`config.mk`:
```
export PLATFORM = sky130hd
export DESIGN_NAME = gyro_gesture_code_capture_core
export DESIGN_NICKNAME = d
export VERILOG_FILES = /design/src/rtl/ggc_pkg.sv /design/src/rtl/ggc_axis_lane.sv /design/src/rtl/ggc_merge.sv /design/src/rtl/gyro_gesture_code_capture_core.sv
export VERILOG_INCLUDE_DIRS = /design/src /design/src/rtl
export SDC_FILE = /design/constraint.sdc
export NUM_CORES = 1
export LEC_CHECK = 0
export BUFFER_PORTS_ARGS = -buffer_cell sky130_fd_sc_hd__buf_2
export CORE_MARGIN = 2
export CORE_UTILIZATION = 35
export DETAILED_ROUTE_END_ITERATION = 10
export MAX_ROUTING_LAYER = met4
export PLACE_DENSITY = 0.56
export SKIP_CTS_REPAIR_TIMING = 1
export SLEW_MARGIN = 20
export SYNTH_ARGS = -nofsm -noshare
export SYNTH_HDL_FRONTEND = slang
export SYNTH_HIERARCHICAL = 1
export SYNTH_SLANG_ARGS = --single-unit
```
`constraint.sdc`:
```
create_clock -name aclk -period 8.7 [get_ports aclk]
set_clock_uncertainty 0.2 [all_clocks]
set_input_delay 0.87 -clock aclk [delete_from_list [all_inputs] [get_ports aclk]]
set_output_delay 0.87 -clock aclk [all_outputs]
set_load 0.03 [all_outputs]
```
`src/rtl/assert_macros.svh`:
```
// Assertion macros for the gesture capture RTL.
// Expects aclk and aresetn in the scope where a macro is used.
`ifndef ASSERT_MACROS_SVH
`define ASSERT_MACROS_SVH

// Clocked assertion, idle during reset.
`define GGC_ASSERT(lbl, prop, msg) \
    lbl: assert property (@(posedge aclk) disable iff (!aresetn) prop) else $error(msg);

// Clocked implication checked in the cycle after the condition, idle during reset.
`define GGC_ASSERT_NEXT(lbl, pre, post, msg) \
    lbl: assert property (@(posedge aclk) disable iff (!aresetn) (pre) |=> (post)) \
        else $error(msg);

`endif

```
`src/rtl/ggc_pkg.sv`:
```
// Package for the gyro gesture code capture block: widths, codes, types.
// No dependencies.
`timescale 1ns / 1ps
`default_nettype none

package ggc_pkg;

    localparam int SAMPLE_W = 16;
    localparam int TIME_W   = 32;
    localparam int THRESH_W = 15;
    localparam int WIN_W    = 16;
    localparam int CODE_W   = 3;
    localparam int DIGIT_W  = 2;
    localparam int CFG_IDX_W = 1;
    localparam int CFG_DATA_W = 16;
    // average magnitude never exceeds 2^15
    localparam int MAG_W    = SAMPLE_W + 1;

    localparam int DEF_MAX_WINDOW_SAMPLES = 1024;
    localparam int DEF_CODE_LENGTH        = 4;

    localparam logic [THRESH_W-1:0] THRESH_RST = THRESH_W'(1000);
    localparam logic [WIN_W-1:0]    WINDOW_RST = WIN_W'(1000);

    localparam logic [CFG_IDX_W-1:0] REG_TRIGGER = 1'b0;
    localparam logic [CFG_IDX_W-1:0] REG_WINDOW  = 1'b1;

    localparam logic signed [CODE_W-1:0] CODE_X_POS = 3'sd1;
    localparam logic signed [CODE_W-1:0] CODE_X_NEG = -3'sd1;
    localparam logic signed [CODE_W-1:0] CODE_Y_POS = 3'sd2;
    localparam logic signed [CODE_W-1:0] CODE_Y_NEG = -3'sd2;
    localparam logic signed [CODE_W-1:0] CODE_Z_POS = 3'sd3;
    localparam logic signed [CODE_W-1:0] CODE_Z_NEG = -3'sd3;

    typedef struct packed {
        logic clear;     // open a new window
        logic acc_en;    // add the current sample
        logic div_start; // close window, start averaging
    } lane_ctrl_t;

    typedef struct packed {
        logic [MAG_W-1:0] mag; // |average|
        logic             pos; // average strictly positive
    } lane_res_t;

endpackage

`default_nettype wire

```
`src/rtl/ggc_axis_lane.sv`:
```
// One axis lane: threshold check, window sum and a bit-serial divider.
// Depends on ggc_pkg.
`timescale 1ns / 1ps
`default_nettype none

module ggc_axis_lane
    import ggc_pkg::*;
#(
    parameter int SUM_W = 27,
    parameter int CNT_W = 11
) (
    input  wire logic                       aclk,
    input  wire logic                       aresetn,
    input  wire lane_ctrl_t                 ctrl,
    input  wire logic signed [SAMPLE_W-1:0] sample,
    input  wire logic [CNT_W-1:0]           count,
    input  wire logic [THRESH_W-1:0]        threshold,
    output logic                            over_thresh,
    output lane_res_t                       res,
    output logic                            done
);

    localparam int STEP_W = $clog2(SUM_W + 1);

    logic signed [SUM_W-1:0] sum_reg, sum_next;
    logic [SUM_W-1:0]        quot_reg, quot_next;
    logic [CNT_W-1:0]        rem_reg, rem_next;
    logic [CNT_W-1:0]        divisor_reg, divisor_next;
    logic [STEP_W-1:0]       step_reg, step_next;
    logic                    busy_reg, busy_next;
    logic                    done_reg, done_next;
    logic                    neg_reg, neg_next;

    logic signed [SAMPLE_W:0] sample_ext;
    logic [SAMPLE_W:0]        sample_abs;
    logic [CNT_W:0]           rem_sh;
    logic                     q_bit;

    assign sample_ext  = (SAMPLE_W + 1)'(sample);
    assign sample_abs  = sample_ext[SAMPLE_W] ? unsigned'(-sample_ext) : unsigned'(sample_ext);
    assign over_thresh = sample_abs > {2'b00, threshold};

    assign rem_sh = {rem_reg, quot_reg[SUM_W-1]};
    assign q_bit  = rem_sh >= {1'b0, divisor_reg};

    always_comb begin
        sum_next     = sum_reg;
        quot_next    = quot_reg;
        rem_next     = rem_reg;
        divisor_next = divisor_reg;
        step_next    = step_reg;
        busy_next    = busy_reg;
        done_next    = done_reg;
        neg_next     = neg_reg;
        if (ctrl.clear) begin
            sum_next = '0;
        end else if (ctrl.acc_en) begin
            sum_next = sum_reg + SUM_W'(sample);
        end
        if (ctrl.div_start) begin
            neg_next     = sum_reg[SUM_W-1];
            quot_next    = sum_reg[SUM_W-1] ? unsigned'(-sum_reg) : unsigned'(sum_reg);
            rem_next     = '0;
            divisor_next = count;
            step_next    = STEP_W'(SUM_W);
            busy_next    = 1'b1;
            done_next    = 1'b0;
        end else if (busy_reg) begin
            // restoring division, one quotient bit per cycle
            rem_next  = q_bit ? CNT_W'(rem_sh - {1'b0, divisor_reg}) : rem_sh[CNT_W-1:0];
            quot_next = {quot_reg[SUM_W-2:0], q_bit};
            step_next = step_reg - STEP_W'(1);
            if (step_reg == STEP_W'(1)) begin
                busy_next = 1'b0;
                done_next = 1'b1;
            end
        end
    end

    always_ff @(posedge aclk) begin
        if (!aresetn) begin
            busy_reg <= 1'b0;
            done_reg <= 1'b0;
            sum_reg  <= '0;
        end else begin
            busy_reg <= busy_next;
            done_reg <= done_next;
            sum_reg  <= sum_next;
        end
        quot_reg    <= quot_next;
        rem_reg     <= rem_next;
        divisor_reg <= divisor_next;
        step_reg    <= step_next;
        neg_reg     <= neg_next;
    end

    assign res.mag = quot_reg[MAG_W-1:0];
    assign res.pos = !neg_reg && (quot_reg != '0);
    assign done    = done_reg;

endmodule

`default_nettype wire

```
`src/rtl/ggc_merge.sv`:
```
// Merge stage: picks the dominant axis from the three lane averages.
// Depends on ggc_pkg.
`timescale 1ns / 1ps
`default_nettype none

module ggc_merge
    import ggc_pkg::*;
(
    input  wire lane_res_t               res_x,
    input  wire lane_res_t               res_y,
    input  wire lane_res_t               res_z,
    output logic signed [CODE_W-1:0]     code
);

    always_comb begin
        // ties fall through to z; a zero average takes the negative code
        if (res_x.mag > res_y.mag && res_x.mag > res_z.mag) begin
            code = res_x.pos ? CODE_X_POS : CODE_X_NEG;
        end else if (res_y.mag > res_x.mag && res_y.mag > res_z.mag) begin
            code = res_y.pos ? CODE_Y_POS : CODE_Y_NEG;
        end else begin
            code = res_z.pos ? CODE_Z_POS : CODE_Z_NEG;
        end
    end

endmodule

`default_nettype wire

```
`src/rtl/gyro_gesture_code_capture_core.sv`:
```
// Flow: a sample that does not close a window is taken without holding off input.
// A closing sample starts three lane dividers that run SUM_W steps (one
// quotient bit a cycle); the result is then registered, and input is held
// off until it is, longer while the previous code still waits on m_ready.
// Reset (aresetn, synchronous, active low) returns to idle with registers at
// their defaults (threshold 1000, window 1000 ms) and digit position 0.
// Top level of the gesture capture block; depends on ggc_pkg, ggc_axis_lane,
// ggc_merge and assert_macros.svh.
`timescale 1ns / 1ps
`default_nettype none

`include "assert_macros.svh"

module gyro_gesture_code_capture_core
    import ggc_pkg::*;
#(
    parameter int MAX_WINDOW_SAMPLES = DEF_MAX_WINDOW_SAMPLES,
    parameter int CODE_LENGTH        = DEF_CODE_LENGTH
) (
    input  wire logic                       aclk,
    input  wire logic                       aresetn,
    input  wire logic                       cfg_we,
    input  wire logic [CFG_IDX_W-1:0]       cfg_index,
    input  wire logic [CFG_DATA_W-1:0]      cfg_wdata,
    input  wire logic                       s_valid,
    output logic                            s_ready,
    input  wire logic signed [SAMPLE_W-1:0] s_rate_x,
    input  wire logic signed [SAMPLE_W-1:0] s_rate_y,
    input  wire logic signed [SAMPLE_W-1:0] s_rate_z,
    input  wire logic [TIME_W-1:0]          s_time_ms,
    output logic                            m_valid,
    input  wire logic                       m_ready,
    output logic signed [CODE_W-1:0]        m_gesture_code,
    output logic [DIGIT_W-1:0]              m_digit_index,
    output logic                            m_code_done
);

    localparam int CNT_W = $clog2(MAX_WINDOW_SAMPLES + 1);
    localparam int SUM_W = SAMPLE_W + CNT_W;
    localparam int DIG_W = (CODE_LENGTH > 1) ? $clog2(CODE_LENGTH) : 1;

    typedef enum logic {ST_RUN, ST_DIV} state_t;

    state_t                  state_reg, state_next;
    logic [THRESH_W-1:0]     thresh_reg, thresh_next;
    logic [WIN_W-1:0]        window_reg, window_next;
    logic                    capturing_reg, capturing_next;
    logic [TIME_W-1:0]       start_reg, start_next;
    logic [CNT_W-1:0]        count_reg, count_next;
    logic [DIG_W-1:0]        digit_reg, digit_next;
    logic                    m_valid_reg, m_valid_next;
    logic signed [CODE_W-1:0] code_reg, code_next;
    logic [DIGIT_W-1:0]      index_reg, index_next;
    logic                    last_reg, last_next;

    lane_ctrl_t              ctrl;
    lane_res_t               res_x, res_y, res_z;
    logic                    over_x, over_y, over_z;
    logic                    done_x, done_y, done_z;
    logic signed [CODE_W-1:0] merged_code;

    logic                    accept;
    logic                    trigger;
    logic                    close_win;
    logic [TIME_W-1:0]       elapsed;
    logic                    last_digit;

    assign s_ready = (state_reg == ST_RUN);
    assign accept  = s_valid && s_ready;
    assign trigger = over_x || over_y || over_z;
    assign elapsed = s_time_ms - start_reg;
    assign close_win = (count_reg != '0) &&
                       (elapsed >= TIME_W'(window_reg) ||
                        count_reg >= CNT_W'(MAX_WINDOW_SAMPLES));

    assign ctrl.clear     = accept && !capturing_reg && trigger;
    assign ctrl.acc_en    = accept && capturing_reg && !close_win;
    assign ctrl.div_start = accept && capturing_reg && close_win;

    assign last_digit = ((DIG_W + 1)'(digit_reg) + (DIG_W + 1)'(1)) >=
                        (DIG_W + 1)'(CODE_LENGTH);

    ggc_axis_lane #(.SUM_W(SUM_W), .CNT_W(CNT_W)) u_lane_x (
        .aclk(aclk), .aresetn(aresetn), .ctrl(ctrl), .sample(s_rate_x),
        .count(count_reg), .threshold(thresh_reg), .over_thresh(over_x),
        .res(res_x), .done(done_x)
    );

    ggc_axis_lane #(.SUM_W(SUM_W), .CNT_W(CNT_W)) u_lane_y (
        .aclk(aclk), .aresetn(aresetn), .ctrl(ctrl), .sample(s_rate_y),
        .count(count_reg), .threshold(thresh_reg), .over_thresh(over_y),
        .res(res_y), .done(done_y)
    );

    ggc_axis_lane #(.SUM_W(SUM_W), .CNT_W(CNT_W)) u_lane_z (
        .aclk(aclk), .aresetn(aresetn), .ctrl(ctrl), .sample(s_rate_z),
        .count(count_reg), .threshold(thresh_reg), .over_thresh(over_z),
        .res(res_z), .done(done_z)
    );

    ggc_merge u_merge (
        .res_x(res_x), .res_y(res_y), .res_z(res_z), .code(merged_code)
    );

    always_comb begin
        state_next     = state_reg;
        thresh_next    = thresh_reg;
        window_next    = window_reg;
        capturing_next = capturing_reg;
        start_next     = start_reg;
        count_next     = count_reg;
        digit_next     = digit_reg;
        m_valid_next   = m_valid_reg;
        code_next      = code_reg;
        index_next     = index_reg;
        last_next      = last_reg;

        if (cfg_we) begin
            unique case (cfg_index)
                REG_TRIGGER: thresh_next = cfg_wdata[THRESH_W-1:0];
                REG_WINDOW:  window_next = cfg_wdata[WIN_W-1:0];
                default:     ;
            endcase
        end

        if (m_valid_reg && m_ready) begin
            m_valid_next = 1'b0;
        end

        unique case (state_reg)
            ST_RUN: begin
                if (ctrl.clear) begin
                    capturing_next = 1'b1;
                    start_next     = s_time_ms;
                    count_next     = '0;
                end else if (ctrl.acc_en) begin
                    count_next = count_reg + CNT_W'(1);
                end else if (ctrl.div_start) begin
                    capturing_next = 1'b0;
                    state_next     = ST_DIV;
                end
            end
            ST_DIV: begin
                // wait for the lanes and a free output register
                if (done_x && done_y && done_z && (!m_valid_reg || m_ready)) begin
                    m_valid_next = 1'b1;
                    code_next    = merged_code;
                    index_next   = DIGIT_W'(digit_reg);
                    last_next    = last_digit;
                    digit_next   = last_digit ? '0 : digit_reg + DIG_W'(1);
                    count_next   = '0;
                    state_next   = ST_RUN;
                end
            end
            default: state_next = ST_RUN;
        endcase
    end

    always_ff @(posedge aclk) begin
        if (!aresetn) begin
            state_reg     <= ST_RUN;
            thresh_reg    <= THRESH_RST;
            window_reg    <= WINDOW_RST;
            capturing_reg <= 1'b0;
            start_reg     <= '0;
            count_reg     <= '0;
            digit_reg     <= '0;
            m_valid_reg   <= 1'b0;
        end else begin
            state_reg     <= state_next;
            thresh_reg    <= thresh_next;
            window_reg    <= window_next;
            capturing_reg <= capturing_next;
            start_reg     <= start_next;
            count_reg     <= count_next;
            digit_reg     <= digit_next;
            m_valid_reg   <= m_valid_next;
        end
        code_reg  <= code_next;
        index_reg <= index_next;
        last_reg  <= last_next;
    end

    assign m_valid        = m_valid_reg;
    assign m_gesture_code = code_reg;
    assign m_digit_index  = index_reg;
    assign m_code_done    = last_reg;

    `GGC_ASSERT(a_lanes_in_step, (done_x == done_y) && (done_y == done_z), "lanes out of step")
    `GGC_ASSERT(a_code_nonzero, m_valid |-> (m_gesture_code != '0), "zero gesture code")
    `GGC_ASSERT(a_done_last_digit, (m_valid && m_code_done) |-> (m_digit_index == DIGIT_W'(CODE_LENGTH - 1)), "sequence end at wrong digit")
    `GGC_ASSERT(a_count_bound, count_reg <= CNT_W'(MAX_WINDOW_SAMPLES), "window count overflow")
    `GGC_ASSERT_NEXT(a_out_hold, m_valid && !m_ready, m_valid && $stable(m_gesture_code), "item dropped")

endmodule

`default_nettype wire

```
# Word-level counts from Yosys, hierarchy flattened
# Index checks and enable logic that the tools add are counted.
op_classes:
  n_addsub: 19
  order_cmp: 13
  eq_ne: 6
  mux: 45
  bitwise_logic: 3
  reduce_logical: 45
op_table:
  columns: ["op", "count"]
  rows:
  - ["$mux W27", 9]
  - ["$add A27 B16 Y27", 3]
  - ["$neg A27 Y27", 3]
  - ["$reduce_bool A27 Y1", 3]
  - ["$gt A17 B17 Y1", 4]
  - ["$mux W11", 6]
  - ["$gt A17 B15 Y1", 3]
  - ["$mux W17", 3]
  - ["$neg A16 Y17", 3]
  - ["$ge A12 B11 Y1", 3]
  - ["$sub A11 B11 Y11", 3]
  - ["$ge A32 B16 Y1", 1]
  - ["$sub A32 B32 Y32", 1]
  - ["$pmux W11 S2", 1]
  - ["$mux W1", 19]
  - ["$logic_and A1 B1 Y1", 16]
  - ["$reduce_and A2 Y1", 8]
  - ["$eq A5 B1 Y1 const B", 3]
  - ["$mux W3", 5]
  - ["$sub A5 B1 Y5 const B", 3]
  - ["$add A11 B1 Y11 const B", 1]
  - ["$ge A11 B11 Y1 const B", 1]
  - ["$reduce_bool A11 Y1", 1]
  - ["$reduce_bool A2 Y1", 4]
  - ["other kinds (12)", 24]
word_totals:
  regBits: 315
  input_bits: 102
  out_inout_bits: 8
  elab_cells: 164

# Logic depth before layout (Yosys ltp)
# Gate-level depths: netlist of the first run.
depth:
  ltp_word: 9
  depth_mapped: 27

# By module
# Netlist of the first run, hierarchy kept.
by_module_without_submodules:
  columns: ["module", "n_inst", "cells_each", "area_per_inst_um2", "seq_area_each_um2"]
  rows:
  - ["ggc_axis_lane at u_lane_x ...", 2, 767, 6571.3, 2072.0]
  - ["ggc_axis_lane at u_lane_y", 1, 758, 6541.3, 2072.0]
  - ["gyro_gesture_code_capture_core", 1, 793, 6017.0, 1761.7]
  - ["ggc_merge", 1, 173, 1286.2, 0.0]

# Worst setup path before layout of the first run
# Ideal clock, no wire load.
synth_timing:
  path_type: "input to register"
  startpoint: "input s_time_ms[0]"
  endpoint: "register u_lane_x.sum_reg[0]"
  arrival_time_ns: 5.935
  required_ns: 8.372
  path_slack_ns: 2.438
  cell_stages: 25
  n_path_buf: 2
  cell_sequence: "inv_1 > ha_1 > fa_1 > nand2b_1 > a21oi_2 > o211ai_1 > nand2b_1 > a21o_1 > a41oi_1 > xnor2_1 > ha_1 > nand2_1 > nor2_1 > nor4_1 > nand4_1 > nor3_1 > nand4_1 > a2111o_1 > or4_1 > o31a_1 > nor2_1 > buf_1 > clkbuf_1 > mux2i_1 > nor2_1"
synth_rtl:
  columns: ["element", "line_no", "rtl"]
  rows:
  - ["start: declaration", "gyro_gesture_code_capture_core.sv:30", "input wire logic [TIME_W-1:0] s_time_ms,"]
  - ["end signal: assignment", "ggc_axis_lane.sv:88", "sum_reg <= sum_next;"]
  - ["end: declaration", "ggc_axis_lane.sv:25", "logic signed [SUM_W-1:0] sum_reg, sum_next;"]

==> flow_summary_export.csv, run 1 <==
group,metric,value,unit
timing,finalSetupViolations,0,
route,viasPerCell,5.33,
cells_and_area,utilization,0.387,
cts,clock_sinks,337,
die,dieWidth,282,µm
synth,synth_top_area_frac,0.159,
synth,synth_edf_count,123,
worst_setup_path,crit_buf_inv,4,
timing,finalCritPeriodShare,0.743,
global_route,grt_pass1_vias,21572,
power_and_ir_drop,p_per_area,198,nW/µm²
timing,slew_violations,0,
worst_setup_path,cp-end-kind,"flop",
synth,synth_area,27000,µm²
cells_and_area,drive_gt1_frac,0.0926,
timing,finalSetupTns,0,ns
worst_setup_path,reg2regPathDepth,24,
worst_setup_path,regToRegStartpoint,"start_reg[0]",
synth,synth_common_cells,"nand2_1 (366), ha_1 (269), nor2_1 (260), a21oi_1 (240), inv_1 (234)",
route,routed_wl,75800,µm
route,vias,22983,
cells_and_area,layout.nets,3627,
run_status,status,"finished clean",
cts,htreeDepth,2,
worst_hold_path,worst_hold_path_type,"flop to flop",
cells_and_area,stdcell_area,29500,µm²
synth,synth_cell_type_count,114,
power_and_ir_drop,p_leak,12.1,nW
timing,min_period,6.47,ns
cells_and_area,area_delta_synth_final,9.19,%
timing,max-slew-margin-rel,0.284,
timing,hold_slack,0.264,ns
cts,clk_pin_slew_worst_paths,0.06,ns
worst_hold_path,min_from,"start_reg[14]",
die,fp-row-count,101,
cts,numCtsBuffers,42,
cts,cts_buffer_depth,3,
synth,syn_nets,3636,
worst_setup_path,reg2reg_to,"u_lane_y/sum_reg[26]",
worst_hold_path,min_to,"start_reg[14]",
global_route,grt_start_max_net_pins,145,
worst_hold_path,hold-path-cell-count,2,
worst_setup_path,cp-start-kind,"input port",
worst_setup_path,critPathArrivalTime,6.76,ns
worst_setup_path,required,8.99,ns
die,die_h,282,µm
timing,fmax,155,MHz
timing,rsz0062_at_grt,"no",
worst_setup_path,critPathMaxFanout,19,
synth,ys.flop_type,"dfxtp_1",
cts,cts_tree,"yes",
synth,synth-seq-cells,337,
die,boundaryPins,110,
die,initial_core_util,0.354,
synth,seq_area_frac_synth,0.296,
worst_setup_path,startpoint,"s_time_ms[0]",
route,drt_iter0_markers,1465,
placement,placed_cell_area,28000,µm²
route,ant_nets,0,
synth,ys_top_cells_by_area,"dfxtp_1 (16%), edfxtp_1 (14%), ha_1 (12%)",
cells_and_area,largest_reg_flops,32,
synth,yosys.cell_count.top_type,"nand2_1",
synth,syn_area_per_cell,8.28,µm²
worst_setup_path,critPathMaxStageDelay,0.56,ns
worst_setup_path,worstSetupPathType,"input port to flop",
global_route,grt.overflow.total,0,
placement,dp_hpwl,58400,µm
route,post_drt_wl_per_cell,17.6,µm
synth,yosysTopAreaCell,"dfxtp_1",
route,dr.pass1.iters,5,
job,maxCapViolCount,0,
cts,clk_latency,0.58,ns
synth,synth_cells,3258,
global_route,antenna_found_initial,3,
timing,hold_violations,0,
cts,cts-root-buf,"clkbuf_16",
die,core_area,76200,µm²
route,drc,0,
worst_setup_path,critPathSlowestCell,"or4_1",
global_route,grt_pass1_wl,120000,µm
worst_setup_path,cp_top_family,"simple AND/OR/NAND/NOR gates",
synth,synth-warning-count,6,
timing,worst_pin_slew,1.07,ns
power_and_ir_drop,ir_drop,0.000156,V
synth,synthArstFlopShare,0,
worst_setup_path,rrSetupSlack,2.34,ns
die,dieArea,79300,µm²
power_and_ir_drop,total_power,5.85,mW
placement,globalplace.congestion,0.923,
global_route,grt_util_all_layers,0.194,
placement,portBuffers,109,
cell families after synthesis:
| family | Yosys count | share of synthesized area |
|---|---|---|
| xor+xnor | 215 | 0.0698 |
| compound gates | 836 | 0.206 |
| fa+ha+maj | 276 | 0.130 |
| simple gates | 1112 | 0.204 |
| flops | 337 | 0.296 |
| mux | 70 | 0.0270 |
| buf+inv | 412 | 0.0674 |
cell usage in the layout (no fill, tap or decap), drive strengths merged, types with 14 or more instances in the layout:
cell | netlist | routed
nand2b | 45 | 45
o41ai | 14 | 14
xnor2 | 110 | 110
nor2b | 43 | 43
clkbuf | 105 | 58
o211ai | 25 | 25
nor3 | 64 | 64
a21oi | 244 | 244
or3 | 23 | 23
nand4 | 58 | 58
o21ai | 172 | 172
xor2 | 105 | 105
edfxtp | 123 | 123
or2 | 14 | 14
a211oi | 44 | 44
a21boi | 61 | 61
dfxtp | 214 | 214
a21o | 46 | 46
nor4 | 40 | 40
a31oi | 25 | 25
or4 | 28 | 28
o31ai | 48 | 48
mux2i | 48 | 48
ha | 269 | 269
and3 | 25 | 25
nor2 | 260 | 260
mux2 | 22 | 22
inv | 234 | 237
o21a | 32 | 32
a311oi | 15 | 15
and2 | 16 | 16
nand3 | 78 | 78
and4 | 14 | 14
nand2 | 366 | 366
buf | 72 | 124
layer usage:
layer	wire (µm)	vias up	GRT usage
li1	-	11698	-
met1	36300	10766	0.260
met2	35000	446	0.314
met3	2790	73	0.0195
met4	1690	0	0.0484
met5	0	-	-
area by class of cell:
type                    count  area [µm²]
diodes                      2        5.00
clock buffers              58        1210
clock inverters            19         230
fillers                  7828       46700
inverters                 235         890
multi-input cells        2509       17200
flip-flops and latches    337        7980
well taps                1030        1290
repair buffers            124         661
through the flow:
step           cells  worst slack [ns]
2_1_floorplan   3258              2.44
3_3_place_gp    4235              1.78
3_5_place_dp    4235              1.72
4_1_cts         4312              2.30
5_1_grt         4314              1.81
6_report        4314              2.23
power breakdown:
group | total, mW | internal [mW] | switching (mW)
Sequential | 2.04 | 1.84 | 0.198
Combinational | 1.99 | 0.813 | 1.18
Clock | 1.81 | 1.08 | 0.731
Total | 5.85 | 3.74 | 2.11
worst max-delay path by stage:
| stage | to | slack [ns] | depth (start not counted) |
|---|---|---|---|
| 2_1_floorplan | u_lane_x/sum_reg[0] | 2.44 | 25 |
| 3_3_place_gp | u_lane_y/sum_reg[26] | 1.78 | 26 |
| 3_5_place_dp | u_lane_y/sum_reg[26] | 1.72 | 26 |
| 4_1_cts | u_lane_y/sum_reg[26] | 2.30 | 26 |
| 5_1_grt | u_lane_y/sum_reg[26] | 1.81 | 26 |
| 6_report | u_lane_y/sum_reg[26] | 2.23 | 26 |
worst min-delay path: cells and delay by family (launching register included):
| family | cells | cell delay, ns |
|---|---|---|
| compound gates | 1 | 0.06 |
| simple gates | 1 | 0.04 |
| flops | 1 | 0.31 |
Note: power is estimated with default switching activity, not from simulation.
==> run 2: changes to the inputs <==
==> constraint.sdc (replaced) <==
create_clock -name aclk -period 6.2 [get_ports aclk]
set_clock_uncertainty 0.2 [all_clocks]
set_input_delay 0.62 -clock aclk [delete_from_list [all_inputs] [get_ports aclk]]
set_output_delay 0.62 -clock aclk [all_outputs]
set_load 0.03 [all_outputs]
==> flow_summary_export.csv, run 2 (synthesized netlist as in run 1, its figures left out) <==
group,metric,value,unit
cells_and_area,stdcell_area,29700,µm²
route,drc,0,
route,post_drt_wl_per_cell,17.4,µm
global_route,grt_pass1_wl,119000,µm
die,dieWidth,282,µm
route,ant_nets,0,
power_and_ir_drop,p_per_area,280,nW/µm²
cts,clk_pin_slew_worst_paths,0.06,ns
cts,clock_sinks,337,
global_route,grt_start_max_net_pins,91,
die,dieArea,79300,µm²
power_and_ir_drop,total_power,8.32,mW
timing,fmax,174,MHz
worst_setup_path,critPathArrivalTime,6.06,ns
placement,pre_cts_ws,0.0576,ns
timing,max-slew-margin-rel,0.293,
cells_and_area,most-common-layout-cells,"nand2_1 (366), ha_1 (269), nor2_1 (259), a21oi_1 (240), inv_1 (232)",
global_route,grt_util_all_layers,0.193,
worst_setup_path,cp-end-kind,"flop",
global_route,grt.overflow.total,0,
cells_and_area,drive_gt1_frac,0.100,
cells_and_area,layout.nets,3653,
cells_and_area,layout.cells.non_filler,4343,
die,die_h,282,µm
run_status,status,"finished clean",
route,viasPerCell,5.33,
power_and_ir_drop,p_leak,12.2,nW
timing,worst_pin_slew,1.06,ns
timing,finalCritPeriodShare,0.925,
timing,rsz0062_at_grt,"no",
die,initial_core_util,0.354,
cells_and_area,largest_reg_flops,32,
timing,min_period,5.73,ns
global_route,antenna_found_initial,4,
timing,hold_violations,0,
die,boundaryPins,110,
worst_setup_path,reg2regPathDepth,24,
timing,finalSetupTns,0,ns
job,maxCapViolCount,0,
placement,globalplace.congestion,0.920,
timing,finalSetupViolations,0,
placement,placed_cells,4261,
timing,slew_violations,0,
cells_and_area,fill_cells,7820,
cts,clk_latency,0.59,ns
placement,placed_cell_area,28200,µm²
cells_and_area,final_common_cell,"nand2_1",
cts,cts_buffer_depth,3,
worst_hold_path,worst_hold_path_type,"input port to flop",
worst_setup_path,cp-start-kind,"flop",
route,routed_wl,75800,µm
cts,cts-root-buf,"clkbuf_16",
worst_setup_path,critPathMaxFanout,17,
cells_and_area,area_delta_synth_final,10.1,%
cts,numCtsBuffers,42,
cts,cts_tree,"yes",
die,fp-row-count,101,
route,vias,23153,
power_and_ir_drop,ir_drop,0.000191,V
timing,setup_ws,0.466,ns
worst_setup_path,worstSetupPathType,"flop to flop",
cells_and_area,utilization,0.390,
route,drt_iter0_markers,1299,
cts,htreeDepth,2,
global_route,grt_pass1_vias,21723,
worst_hold_path,hold-path-cell-count,3,
placement,dp_hpwl,58600,µm
timing,hold_slack,0.0652,ns
placement,portBuffers,109,
worst_setup_path,required,6.52,ns
die,core_area,76200,µm²
route,dr.pass1.iters,5,
==> run 2: cell count changes in the layout (fill, tap and decap cells not counted), sizes merged <==
cell / delta
diode: +2
bufinv: +2
clkinvlp: -2
buf: +26
inv: +1
==> run 2: per-layer routing <==
layer	track usage	vias up	share of wire
met5	-	-	0
met4	0.0601	0	0.030
met3	0.0247	105	0.038
met2	0.312	413	0.46
met1	0.251	10886	0.47
li1	-	11749	-
==> run 2: area by class of cell <==
class / count / area, µm² / area share
Antenna cell: 4 / 10.0 / 0.000337
Clock inverter: 20 / 277 / 0.00930
Clock buffer: 58 / 1200 / 0.0405
Timing Repair Buffer: 150 / 868 / 0.0292
Tap cell: 1030 / 1290 / 0.0434
Sequential cell: 337 / 7980 / 0.268
Inverter: 235 / 890 / 0.0299
Multi-Input combinational cell: 2509 / 17200 / 0.579
==> run 2: worst paths after layout <==
kind / startpoint / end / slack (ns)
max: start_reg[7] / u_lane_z/sum_reg[20] / 0.47
min: cfg_wdata[6] / thresh_reg[6] / 0.07
max reg2reg: start_reg[7] / u_lane_z/sum_reg[20] / 0.47
min reg2reg: start_reg[18] / start_reg[18] / 0.26
==> run 2: worst max-delay path, stage by stage (launching register included) <==
cell	delay, ns
dfxtp_1	0.32
inv_1	0.04
ha_1	0.34
a21oi_1	0.28
nand2_1	0.13
o211ai_1	0.24
nand2b_1	0.08
a21o_1	0.21
a41oi_1	0.27
xnor2_1	0.15
ha_1	0.26
nand2_1	0.06
nor2_1	0.06
nor4_1	0.26
nand4_1	0.11
nor3_1	0.15
nand4_1	0.10
a2111o_1	0.35
or4_1	0.54
o31a_1	0.33
nor2_4	0.18
buf_12	0.18
nand2_1	0.17
or4_1	0.55
nand3_1	0.09
==> run 2: report_power, final <==
| group | internal [mW] | switching [mW] | leakage (nW) |
|---|---|---|---|
| registers | 2.59 | 0.276 | 2.86 |
| clock network | 1.59 | 1.06 | 0.722 |
| logic | 1.16 | 1.66 | 8.64 |
| total | 5.33 | 2.99 | 12.2 |
